`config.mk`:
```
export PLATFORM = sky130hd
export DESIGN_NAME = calendar_minute_advance
export DESIGN_NICKNAME = d
export VERILOG_FILES = /design/src/sv/cma_pkg.sv /design/src/sv/cma_csr.sv /design/src/sv/calendar_minute_advance.sv
export VERILOG_INCLUDE_DIRS = /design/src /design/src/sv
export SDC_FILE = /design/constraint.sdc
export NUM_CORES = 1
export LEC_CHECK = 0
export BUFFER_PORTS_ARGS = -buffer_cell sky130_fd_sc_hd__buf_2
export CAP_MARGIN = 20
export CORE_ASPECT_RATIO = 2
export CORE_MARGIN = 5
export CORE_UTILIZATION = 63
export DETAILED_ROUTE_END_ITERATION = 10
export PLACE_DENSITY = 0.88
export SYNTH_ARGS = -nofsm -noshare
export SYNTH_HDL_FRONTEND = slang
export SYNTH_SLANG_ARGS = --single-unit
```
`constraint.sdc`:
```
create_clock -name clock -period 11.17 [get_ports clock]
set_clock_uncertainty 0.15 [all_clocks]
set_input_delay 1.117 -clock clock [delete_from_list [all_inputs] [get_ports clock]]
set_output_delay 1.117 -clock clock [all_outputs]
set_load 0.02 [all_outputs]
```
`src/sv/calendar_minute_advance_macros.svh`:
```
// Assertion macros shared by the calendar minute advance RTL.
`ifndef CALENDAR_MINUTE_ADVANCE_MACROS_SVH
`define CALENDAR_MINUTE_ADVANCE_MACROS_SVH

// Checked property, held off while reset is high.
`define CMA_ASSERT(lbl, prop, msg) \
   lbl: assert property (@(posedge clock) disable iff (reset) prop) else $error(msg);

// Checked property that also holds through reset.
`define CMA_ASSERT_ALWAYS(lbl, prop, msg) \
   lbl: assert property (@(posedge clock) prop) else $error(msg);

`endif

```
`src/sv/cma_pkg.sv`:
```
// Types, constants and calendar helpers for the calendar minute advance block.
`timescale 1ns / 1ps

package cma_pkg;

   localparam int ADD_COUNT_MAX_DEF = 4095;

   localparam int CSR_ADDR_W = 5;
   localparam int CSR_DATA_W = 32;

   // Register indexes, paddr[4:2]
   localparam logic [2:0] REG_TARGET_YEAR   = 3'd0;
   localparam logic [2:0] REG_TARGET_MONTH  = 3'd1;
   localparam logic [2:0] REG_TARGET_DAY    = 3'd2;
   localparam logic [2:0] REG_TARGET_HOUR   = 3'd3;
   localparam logic [2:0] REG_TARGET_MINUTE = 3'd4;
   localparam logic [2:0] REG_TARGET_SECOND = 3'd5;

   localparam logic        MODE_LOAD    = 1'b0;
   localparam logic        MODE_ADVANCE = 1'b1;

   localparam logic [5:0]  MINUTE_LAST = 6'd59;
   localparam logic [4:0]  HOUR_LAST   = 5'd23;
   localparam logic [3:0]  MONTH_LAST  = 4'd12;
   localparam logic [13:0] YEAR_LAST   = 14'd9999;
   localparam logic [6:0]  CENT_LAST   = 7'd99;
   localparam logic [13:0] HUNDRED     = 14'd100;

   localparam logic [13:0] RESET_YEAR    = 14'd2000;
   localparam logic [3:0]  RESET_MONTH   = 4'd1;
   localparam logic [4:0]  RESET_DAY     = 5'd1;
   localparam logic [6:0]  RESET_YEAR_LO = 7'd0;
   localparam logic [7:0]  RESET_YEAR_HI = 8'd20;

   typedef struct packed {
      logic [13:0] year;
      logic [3:0]  month;
      logic [4:0]  day;
      logic [4:0]  hour;
      logic [5:0]  minute;
      logic [5:0]  second;
   } stamp_type;

   typedef struct packed {
      logic        mode;
      logic [13:0] load_year;
      logic [3:0]  load_month;
      logic [4:0]  load_day;
      logic [4:0]  load_hour;
      logic [5:0]  load_minute;
      logic [5:0]  load_second;
      logic [11:0] minute_count;
   } req_type;

   typedef struct packed {
      logic [13:0] cur_year;
      logic [3:0]  cur_month;
      logic [4:0]  cur_day;
      logic [4:0]  cur_hour;
      logic [5:0]  cur_minute;
      logic [5:0]  cur_second;
      logic        equals_target;
      logic        after_target;
      logic        before_target;
   } rsp_type;

   typedef enum logic [3:0] {
      ST_IDLE = 4'b0001,
      ST_DIV  = 4'b0010,
      ST_STEP = 4'b0100,
      ST_DONE = 4'b1000
   } state_type;

   // Days in a month; every month code outside the 31-day set and February gets 30.
   function automatic logic [4:0] month_days(input logic [3:0] month, input logic leap);
      logic [4:0] days;
      case (month) inside
         4'd1, 4'd3, 4'd5, 4'd7, 4'd8, 4'd10, 4'd12: days = 5'd31;
         4'd2:                                        days = leap ? 5'd29 : 5'd28;
         default:                                     days = 5'd30;
      endcase
      return days;
   endfunction

endpackage

```
`src/sv/cma_csr.sv`:
```
// APB register file holding the comparison target date and time.
`timescale 1ns / 1ps

module cma_csr (
   input  logic                                clock,
   input  logic                                reset,
   input  logic                                psel,
   input  logic                                penable,
   input  logic                                pwrite,
   input  logic [cma_pkg::CSR_ADDR_W-1:0]      paddr,
   input  logic [cma_pkg::CSR_DATA_W-1:0]      pwdata,
   output logic [cma_pkg::CSR_DATA_W-1:0]      prdata,
   output logic                                pready,
   output cma_pkg::stamp_type                  target
);
   import cma_pkg::*;

   stamp_type  target_ff;
   stamp_type  target_in;
   logic [2:0] reg_idx;
   logic       wr_en;

   assign reg_idx = paddr[CSR_ADDR_W-1:2];
   assign wr_en   = psel & penable & pwrite;
   assign pready  = 1'b1;
   assign target  = target_ff;

   always_comb begin
      target_in = target_ff;
      if (wr_en) begin
         case (reg_idx)
            REG_TARGET_YEAR:   target_in.year   = pwdata[13:0];
            REG_TARGET_MONTH:  target_in.month  = pwdata[3:0];
            REG_TARGET_DAY:    target_in.day    = pwdata[4:0];
            REG_TARGET_HOUR:   target_in.hour   = pwdata[4:0];
            REG_TARGET_MINUTE: target_in.minute = pwdata[5:0];
            REG_TARGET_SECOND: target_in.second = pwdata[5:0];
            default: ;
         endcase
      end
   end

   always_comb begin
      case (reg_idx)
         REG_TARGET_YEAR:   prdata = CSR_DATA_W'(target_ff.year);
         REG_TARGET_MONTH:  prdata = CSR_DATA_W'(target_ff.month);
         REG_TARGET_DAY:    prdata = CSR_DATA_W'(target_ff.day);
         REG_TARGET_HOUR:   prdata = CSR_DATA_W'(target_ff.hour);
         REG_TARGET_MINUTE: prdata = CSR_DATA_W'(target_ff.minute);
         REG_TARGET_SECOND: prdata = CSR_DATA_W'(target_ff.second);
         default:           prdata = '0;
      endcase
   end

   always_ff @(posedge clock) begin
      if (reset) begin
         target_ff <= '{year: RESET_YEAR, month: RESET_MONTH, day: RESET_DAY,
                        hour: '0, minute: '0, second: '0};
      end else begin
         target_ff <= target_in;
      end
   end

endmodule

```
`src/sv/calendar_minute_advance.sv`:
```
// Calendar minute advance: date and time counter with load, advance and target compare.
//
// Requests arrive on req_valid/req_ready with a req_type payload. A load request
// (mode 0) replaces the stored date and time; an advance request (mode 1) adds
// minute_count minutes, limited to ADD_COUNT_MAX. Each request yields exactly one
// response on rsp_valid/rsp_ready: the stored date and time after the request and
// equal/after/before flags against the target held in the APB registers.
// A load passes from accept through the division state to rsp_valid (a reciprocal
// multiply, then a multiply and subtract, split the year by 100 for the leap-year test); an
// advance steps one minute per cycle through the date step unit, then goes to done.
// With the receiver ready, the next request can be taken in the same cycle that
// rsp_valid rises.
// One request is in flight at a time; req_ready is high only while the sequencer
// is idle, and a new request may enter while the previous response still waits.
// If the receiver stalls, the finished response waits in the sequencer until the
// response register frees up. Reset (synchronous) sets 2000-01-01 00:00:00 and
// the same target, with no response pending.
`timescale 1ns / 1ps
`include "calendar_minute_advance_macros.svh"

module calendar_minute_advance #(
   parameter int ADD_COUNT_MAX = cma_pkg::ADD_COUNT_MAX_DEF
) (
   input  logic                                clock,
   input  logic                                reset,
   input  logic                                req_valid,
   output logic                                req_ready,
   input  cma_pkg::req_type                    req_data,
   output logic                                rsp_valid,
   input  logic                                rsp_ready,
   output cma_pkg::rsp_type                    rsp_data,
   input  logic                                psel,
   input  logic                                penable,
   input  logic                                pwrite,
   input  logic [cma_pkg::CSR_ADDR_W-1:0]      paddr,
   input  logic [cma_pkg::CSR_DATA_W-1:0]      pwdata,
   output logic [cma_pkg::CSR_DATA_W-1:0]      prdata,
   output logic                                pready
);
   import cma_pkg::*;

   localparam int CNT_W = $clog2(ADD_COUNT_MAX + 1);
   localparam int CMP_W = (CNT_W > 12) ? CNT_W : 12;

   // floor(y / 100) = (y * 5243) >> 19 for every 14-bit y
   localparam logic [12:0] DIV100_RECIP = 13'd5243;
   localparam int          DIV100_SHIFT = 19;

   stamp_type    target;

   state_type    state_ff, state_in;
   logic [13:0]  year_ff, year_in;
   logic [3:0]   month_ff, month_in;
   logic [4:0]   day_ff, day_in;
   logic [4:0]   hour_ff, hour_in;
   logic [5:0]   minute_ff, minute_in;
   logic [5:0]   second_ff, second_in;
   logic [6:0]   year_lo_ff, year_lo_in;
   logic [7:0]   year_hi_ff, year_hi_in;
   logic         div_phase_ff, div_phase_in;
   logic [CNT_W-1:0] cnt_ff, cnt_in;
   logic         rsp_valid_ff, rsp_valid_in;
   rsp_type      rsp_data_ff, rsp_data_in;

   logic         req_fire;
   logic [CMP_W-1:0] count_ext;
   logic [CNT_W-1:0] count_lim;
   logic [26:0]  year_prod;
   logic [13:0]  year_cent;
   logic         leap;
   logic [4:0]   mlen;
   logic         min_wrap, hour_wrap, day_wrap, mon_wrap, year_wrap;
   logic [39:0]  cur_flat, tgt_flat;
   logic         done_fire;

   cma_csr u_csr (
      .clock   (clock),
      .reset   (reset),
      .psel    (psel),
      .penable (penable),
      .pwrite  (pwrite),
      .paddr   (paddr),
      .pwdata  (pwdata),
      .prdata  (prdata),
      .pready  (pready),
      .target  (target)
   );

   assign req_ready = (state_ff == ST_IDLE);
   assign req_fire  = req_valid & req_ready;
   assign rsp_valid = rsp_valid_ff;
   assign rsp_data  = rsp_data_ff;

   // Clamp the requested minute count
   assign count_ext = CMP_W'(req_data.minute_count);
   assign count_lim = (count_ext > CMP_W'(ADD_COUNT_MAX)) ? CNT_W'(ADD_COUNT_MAX)
                                                        : CNT_W'(count_ext);

   assign year_prod = 27'(year_ff) * 27'(DIV100_RECIP);
   assign year_cent = 14'(year_hi_ff) * HUNDRED;

   // Year split as hi*100 + lo: divisible by 400 when lo is 0 and hi by 4
   assign leap = (year_lo_ff == 7'd0) ? (year_hi_ff[1:0] == 2'd0)
                                      : (year_lo_ff[1:0] == 2'd0);
   assign mlen = month_days(month_ff, leap);

   assign min_wrap  = (minute_ff >= MINUTE_LAST);
   assign hour_wrap = (hour_ff >= HOUR_LAST);
   assign day_wrap  = (day_ff >= mlen);
   assign mon_wrap  = (month_ff >= MONTH_LAST);
   assign year_wrap = (year_ff >= YEAR_LAST);

   assign cur_flat  = {year_ff, month_ff, day_ff, hour_ff, minute_ff, second_ff};
   assign tgt_flat  = {target.year, target.month, target.day,
                       target.hour, target.minute, target.second};
   assign done_fire = (state_ff == ST_DONE) && (!rsp_valid_ff || rsp_ready);

   always_comb begin
      state_in     = state_ff;
      year_in      = year_ff;
      month_in     = month_ff;
      day_in       = day_ff;
      hour_in      = hour_ff;
      minute_in    = minute_ff;
      second_in    = second_ff;
      year_lo_in   = year_lo_ff;
      year_hi_in   = year_hi_ff;
      div_phase_in = div_phase_ff;
      cnt_in       = cnt_ff;

      case (state_ff)
         ST_IDLE: begin
            if (req_fire) begin
               if (req_data.mode == MODE_LOAD) begin
                  year_in      = req_data.load_year;
                  month_in     = req_data.load_month;
                  day_in       = req_data.load_day;
                  hour_in      = req_data.load_hour;
                  minute_in    = req_data.load_minute;
                  second_in    = req_data.load_second;
                  div_phase_in = 1'b0;
                  state_in     = ST_DIV;
               end else begin
                  cnt_in   = count_lim;
                  state_in = ST_STEP;
               end
            end
         end
         ST_DIV: begin
            // hundreds first, then the remainder from them
            if (!div_phase_ff) begin
               year_hi_in   = year_prod[DIV100_SHIFT +: 8];
               div_phase_in = 1'b1;
            end else begin
               year_lo_in = 7'(year_ff - year_cent);
               state_in   = ST_DONE;
            end
         end
         ST_STEP: begin
            if (cnt_ff == '0) begin
               state_in = ST_DONE;
            end else begin
               cnt_in    = cnt_ff - CNT_W'(1);
               minute_in = min_wrap ? 6'd0 : 6'(minute_ff + 6'd1);
               if (min_wrap) begin
                  hour_in = hour_wrap ? 5'd0 : 5'(hour_ff + 5'd1);
                  if (hour_wrap) begin
                     day_in = day_wrap ? 5'd1 : 5'(day_ff + 5'd1);
                     if (day_wrap) begin
                        month_in = mon_wrap ? 4'd1 : 4'(month_ff + 4'd1);
                        if (mon_wrap) begin
                           if (year_wrap) begin
                              year_in    = '0;
                              year_lo_in = '0;
                              year_hi_in = '0;
                           end else begin
                              year_in = 14'(year_ff + 14'd1);
                              if (year_lo_ff == CENT_LAST) begin
                                 year_lo_in = '0;
                                 year_hi_in = 8'(year_hi_ff + 8'd1);
                              end else begin
                                 year_lo_in = 7'(year_lo_ff + 7'd1);
                              end
                           end
                        end
                     end
                  end
               end
            end
         end
         ST_DONE: begin
            if (done_fire) begin
               state_in = ST_IDLE;
            end
         end
         default: begin
            state_in = ST_IDLE;
         end
      endcase
   end

   always_comb begin
      rsp_data_in = rsp_data_ff;
      if (done_fire) begin
         rsp_data_in.cur_year      = year_ff;
         rsp_data_in.cur_month     = month_ff;
         rsp_data_in.cur_day       = day_ff;
         rsp_data_in.cur_hour      = hour_ff;
         rsp_data_in.cur_minute    = minute_ff;
         rsp_data_in.cur_second    = second_ff;
         rsp_data_in.equals_target = (cur_flat == tgt_flat);
         rsp_data_in.after_target  = (cur_flat > tgt_flat);
         rsp_data_in.before_target = (cur_flat < tgt_flat);
      end
      if (done_fire) begin
         rsp_valid_in = 1'b1;
      end else if (rsp_ready) begin
         rsp_valid_in = 1'b0;
      end else begin
         rsp_valid_in = rsp_valid_ff;
      end
   end

   always_ff @(posedge clock) begin
      if (reset) begin
         state_ff     <= ST_IDLE;
         year_ff      <= RESET_YEAR;
         month_ff     <= RESET_MONTH;
         day_ff       <= RESET_DAY;
         hour_ff      <= '0;
         minute_ff    <= '0;
         second_ff    <= '0;
         year_lo_ff   <= RESET_YEAR_LO;
         year_hi_ff   <= RESET_YEAR_HI;
         rsp_valid_ff <= 1'b0;
      end else begin
         state_ff     <= state_in;
         year_ff      <= year_in;
         month_ff     <= month_in;
         day_ff       <= day_in;
         hour_ff      <= hour_in;
         minute_ff    <= minute_in;
         second_ff    <= second_in;
         year_lo_ff   <= year_lo_in;
         year_hi_ff   <= year_hi_in;
         rsp_valid_ff <= rsp_valid_in;
      end
   end

   always_ff @(posedge clock) begin
      div_phase_ff <= div_phase_in;
      cnt_ff       <= cnt_in;
      rsp_data_ff  <= rsp_data_in;
   end

   `CMA_ASSERT(a_flags_onehot, rsp_valid_ff |-> $onehot({rsp_data_ff.equals_target, rsp_data_ff.after_target, rsp_data_ff.before_target}), "compare flags not one-hot")
   `CMA_ASSERT(a_year_split, (state_ff == ST_IDLE) |-> (16'(year_ff) == 16'(16'(year_hi_ff) * 16'd100 + 16'(year_lo_ff))), "year split out of step with year")
   `CMA_ASSERT_ALWAYS(a_lo_range, (state_ff == ST_IDLE) |-> (year_lo_ff <= CENT_LAST), "year remainder out of range")
   `CMA_ASSERT(a_second_hold, (state_ff == ST_STEP) |=> $stable(second_ff), "advance changed the seconds")
   `CMA_ASSERT(a_busy_after_req, req_fire |=> (state_ff != ST_IDLE), "request taken without entering work")

endmodule
```
==> metrics.md <==
| Metric | Value |
|---|---|
| Leak pwr | `about 6 nW` |
| Height of the chip | `204 µm` |
| CTS clock-pin slew for the worst setup and hold paths | `70 ps` |
| Cell area power density | `325 nW/µm²` |
| Beginning of the worst hold path | `second_ff[3]` |
| Slew at the pin closest to its max-slew limit | `986 ps` |
| Synthesized cell area | `11900 µm²` |
| Detail Placement HPWL | `roughly 26000 µm` |
| Path type of the worst setup path | `reg -> reg` |
| Fmax | `174 MHz` |
| Final period util | `between 50 and 60%` |
| Post-route DRC | `0` |
| Post-DR wirelength/cell | `between 20 and 25 µm` |
| Clock Root Buffer | `sky130_fd_sc_hd__clkbuf_16` |
| Routability congestion estimate from global placement | `about 0.99` |
| Die area | `21800 µm²` |
| DR vias | `between 10000 and 15000` |
| GRT Resource Usage Total | `~30%` |
| Non-filler cells in the finished layout | `1623` |
| Start point of the critical path | `year_ff[6]` |
| Seq/Total Area, Yosys | `roughly 30%` |
| Sinks on the clock net | `153` |
| H-tree levels | `4` |
| CP max-delay cell | `sky130_fd_sc_hd__dfxtp_1` |
| Count of final setup violators | `0` |
| Worst-case vdd ir drop | `~0.62 mV` |
| Share of post-route cells with drive strength above 1 | `13.9%` |
| Via count of the first global-routing pass | `10600` |
| Count of max-cap constraint violations | `0` |
| Most frequently used flop master after synthesis | `sky130_fd_sc_hd__dfxtp_1` |
| Total wire length after detailed routing | `33200 µm` |
| Starting utilization of the core area | `63.5%` |
| Min-Delay Path Class | `reg -> reg` |
| Total grt overflow | `0` |
| Run status | `completed` |
| Filler instances | `between 1000 and 1500` |
| CP endpoint kind | `flop` |
| Quantity of gates resized following cts | `0` |
| Proportion of register bits with asynchronous set or reset after synthesis | `0%` |
| Number of pins exceeding their max-slew limit in the final report | `0` |
| Unrepaired setup endpoints after global routing | `false` |
| Most frequent standard cell in the layout excluding fill and tap cells | `sky130_fd_sc_hd__inv_1` |
| Hold Fails Final Rpt | `0` |
| Synth warn | `0` |
| Post-Synthesis Mean Instance Area | `9.36 µm²` |
| Horiz. Die Dim | `about 110 µm` |
| CTS tree | `built` |
| Slew headroom | `about a third` |
| Core Region | `18700 µm²` |
| Clock latency on the worst-skew pair | `~440 ps` |
| DR pass1 iterations | `5` |
| Startpoint class of the critical path | `flop` |
| Instance count after placement with tap cells included | `~1600` |
| Largest net degree at the start of global routing | `60` |
| Antenna violation net count after detailed routing | `0` |
| Sequence of cells on the critical path | `inv_1 > fa_1 > inv_1 > ha_1 > fa_1 > fa_1 > inv_1 > fa_1 > inv_1 > ha_1 > a31o_2 > a21oi_1 > o221ai_1 > a221o_1 > a31oi_1 > xor2_1 > o211ai_1` |
| Clock buffer count from CTS | `17` |
| Row Count | `71` |
| Critical path's largest stage delay | `~830 ps` |
| Global-route wire length before repair | `between 50000 and 60000 µm` |
| Initial detailed-routing violation count | `between 700 and 800` |
| Number of enable-type register cells in the synthesized netlist | `56` |
| Shortest period the worst path allows | `~5800 ps` |
| Longest Clk Path Bufs | `2` |
| Initial antenna violation count | `1` |
| Data arrival, critical path | `just under 6000 ps` |
| Launching point of the worst reg2reg path | `year_ff[6]` |
| Data required time of the worst path | `approximately 11000 ps` |
| Number of instances in the synthesized netlist | `about 1300` |
| Number of distinct standard cells referenced by the synthesized netlist | `75` |
| Count of hold buffers inserted by post-cts repair | `0` |
| FF+latch count, synth | `between 150 and 200` |
| Ratio of routed vias to standard cells | `6.33` |
| Number of nets in the layout | `around 1700` |
| Commonest non-fill, non-tap cells in the layout | `sky130_fd_sc_hd__inv_1 (184), sky130_fd_sc_hd__ha_1 (161), sky130_fd_sc_hd__buf_2 (135), sky130_fd_sc_hd__nand2_1 (100), sky130_fd_sc_hd__dfxtp_1 (97)` |
| Critical Path Fanout Max | `12` |
| TNS Setup | `0 ps` |
| Area added between synthesis and finish | `11.8%` |
| Post-CTS setup buffer count | `0` |
| Number of buffer cells added on primary ports | `roughly 140` |
| Boundary Pins | `175` |
power breakdown:
part           switching, mW  internal, mW  total [mW]
Sequential            0.0937         0.635       0.729
Combinational           1.83          1.16        2.99
Clock                  0.249         0.340       0.590
Total                   2.17          2.14        4.31
per-stage QoR:
step / hold slack, ps / utilization [%] / worst slack (ps) / total power, mW / instance area [µm²]
after global placement: 314 / 67.7 / 5580 / 3.51 / 12600
after floorplan: 280 / - / 6280 / 2.83 / 11900
after CTS: 326 / 70.9 / 5500 / 4.26 / 13200
final: 326 / 71.0 / 5410 / 4.31 / 13300
after detailed placement: 305 / 67.7 / 5520 / 3.66 / 12600
after global routing: 345 / 71.0 / 5250 / 4.71 / 13300
worst max-delay path, delay by kind of cell (launching register included):
family | cells | cell delay, ps
AO/OA/AOI/OAI | 6 | 1210
XOR/XNOR | 1 | 290
adder cells (fa/ha/maj) | 6 | 2690
buffers and inverters | 4 | 440
flip-flops | 1 | 830
final timing paths:
| check | end | slack [ps] | depth (start not counted) |
|---|---|---|---|
| worst max-delay path | year_hi_ff[2] | 5410 | 17 |
| worst min-delay path | rsp_data[6] | 330 | 0 |
| worst max register to register | year_hi_ff[2] | 5410 | 17 |
| worst min register to register | rsp_data[6] | 330 | 0 |
synth_stat cells (4+ instances only):
library cell | n | share of area, %
sky130_fd_sc_hd__or3_1 | 4 | 0.21
sky130_fd_sc_hd__ha_1 | 161 | 17
sky130_fd_sc_hd__a21o_1 | 16 | 1.0
sky130_fd_sc_hd__clkbuf_1 | 27 | 0.85
sky130_fd_sc_hd__o21bai_1 | 8 | 0.51
sky130_fd_sc_hd__and3_1 | 8 | 0.42
sky130_fd_sc_hd__fa_1 | 63 | 11
sky130_fd_sc_hd__buf_4 | 20 | 1.3
sky130_fd_sc_hd__dfxtp_1 | 97 | 16
sky130_fd_sc_hd__xnor2_1 | 26 | 1.9
sky130_fd_sc_hd__inv_1 | 184 | 5.8
sky130_fd_sc_hd__a21oi_1 | 71 | 3.0
sky130_fd_sc_hd__nand3_1 | 30 | 1.3
sky130_fd_sc_hd__nor4_1 | 11 | 0.58
sky130_fd_sc_hd__and4_1 | 4 | 0.30
sky130_fd_sc_hd__nand2_1 | 101 | 3.2
sky130_fd_sc_hd__a22oi_1 | 8 | 0.51
sky130_fd_sc_hd__buf_2 | 4 | 0.17
sky130_fd_sc_hd__o21ai_0 | 38 | 1.6
sky130_fd_sc_hd__nor2b_1 | 10 | 0.53
sky130_fd_sc_hd__buf_1 | 5 | 0.16
sky130_fd_sc_hd__nor2_1 | 89 | 2.8
sky130_fd_sc_hd__nand2b_1 | 10 | 0.53
sky130_fd_sc_hd__edfxtp_1 | 56 | 14
sky130_fd_sc_hd__o211ai_1 | 13 | 0.82
sky130_fd_sc_hd__mux2i_1 | 36 | 3.0
sky130_fd_sc_hd__and2_1 | 11 | 0.58
sky130_fd_sc_hd__o32ai_1 | 5 | 0.37
sky130_fd_sc_hd__a31oi_1 | 6 | 0.32
sky130_fd_sc_hd__a221oi_1 | 18 | 1.3
sky130_fd_sc_hd__nand4_1 | 12 | 0.63
sky130_fd_sc_hd__nand4b_1 | 4 | 0.30
sky130_fd_sc_hd__a211oi_1 | 24 | 1.5
sky130_fd_sc_hd__xor2_1 | 7 | 0.52
sky130_fd_sc_hd__nor3_1 | 19 | 0.80
logic make-up after synthesis:
family | Yosys count | share of synthesized area [%]
xor gates and xnor gates | 33 | 2.44
adders and majority gates | 224 | 27.6
and+or+nand+nor | 326 | 13.3
DFF | 153 | 30.6
AOI/OAI and AO/OA | 252 | 14.6
muxes | 36 | 3.04
buffers and inverters | 241 | 8.37
other | 2 | 0.0634
flip-flops by register name, summed over array words and instances (netlist names):
| register | cells |
|---|---|
| rsp_data | 43 |
| second_ff | 6 |
| minute_ff | 6 |
| rsp_valid | 1 |
| state_ff | 4 |
| day_ff | 5 |
| year_ff | 14 |
| cnt_ff | 12 |
| hour_ff | 5 |
| u_csr.target | 40 |
| div_phase_ff | 1 |
| month_ff | 4 |
| year_lo_ff | 7 |
| year_hi_ff | 5 |
routing by layer:
layer,global-route usage (%),wire length (µm),vias up
li1,-,-,4624
met1,29.1,10800,4969
met2,56.8,18000,521
met3,4.30,1750,165
met4,23.8,2660,0
met5,0,0,-
cell type report:
class,count,area (µm²),area share (%)
repair buffers,144,743,5.61
diodes,1,2.50,0.0189
clock buffers,18,439,3.31
multi-input cells,890,7320,55.2
inverters,184,691,5.21
clock inverters,14,161,1.22
well taps,219,274,2.07
flip-flops and latches,153,3620,27.3
No activity file was read; power rests on OpenSTA's default activity.
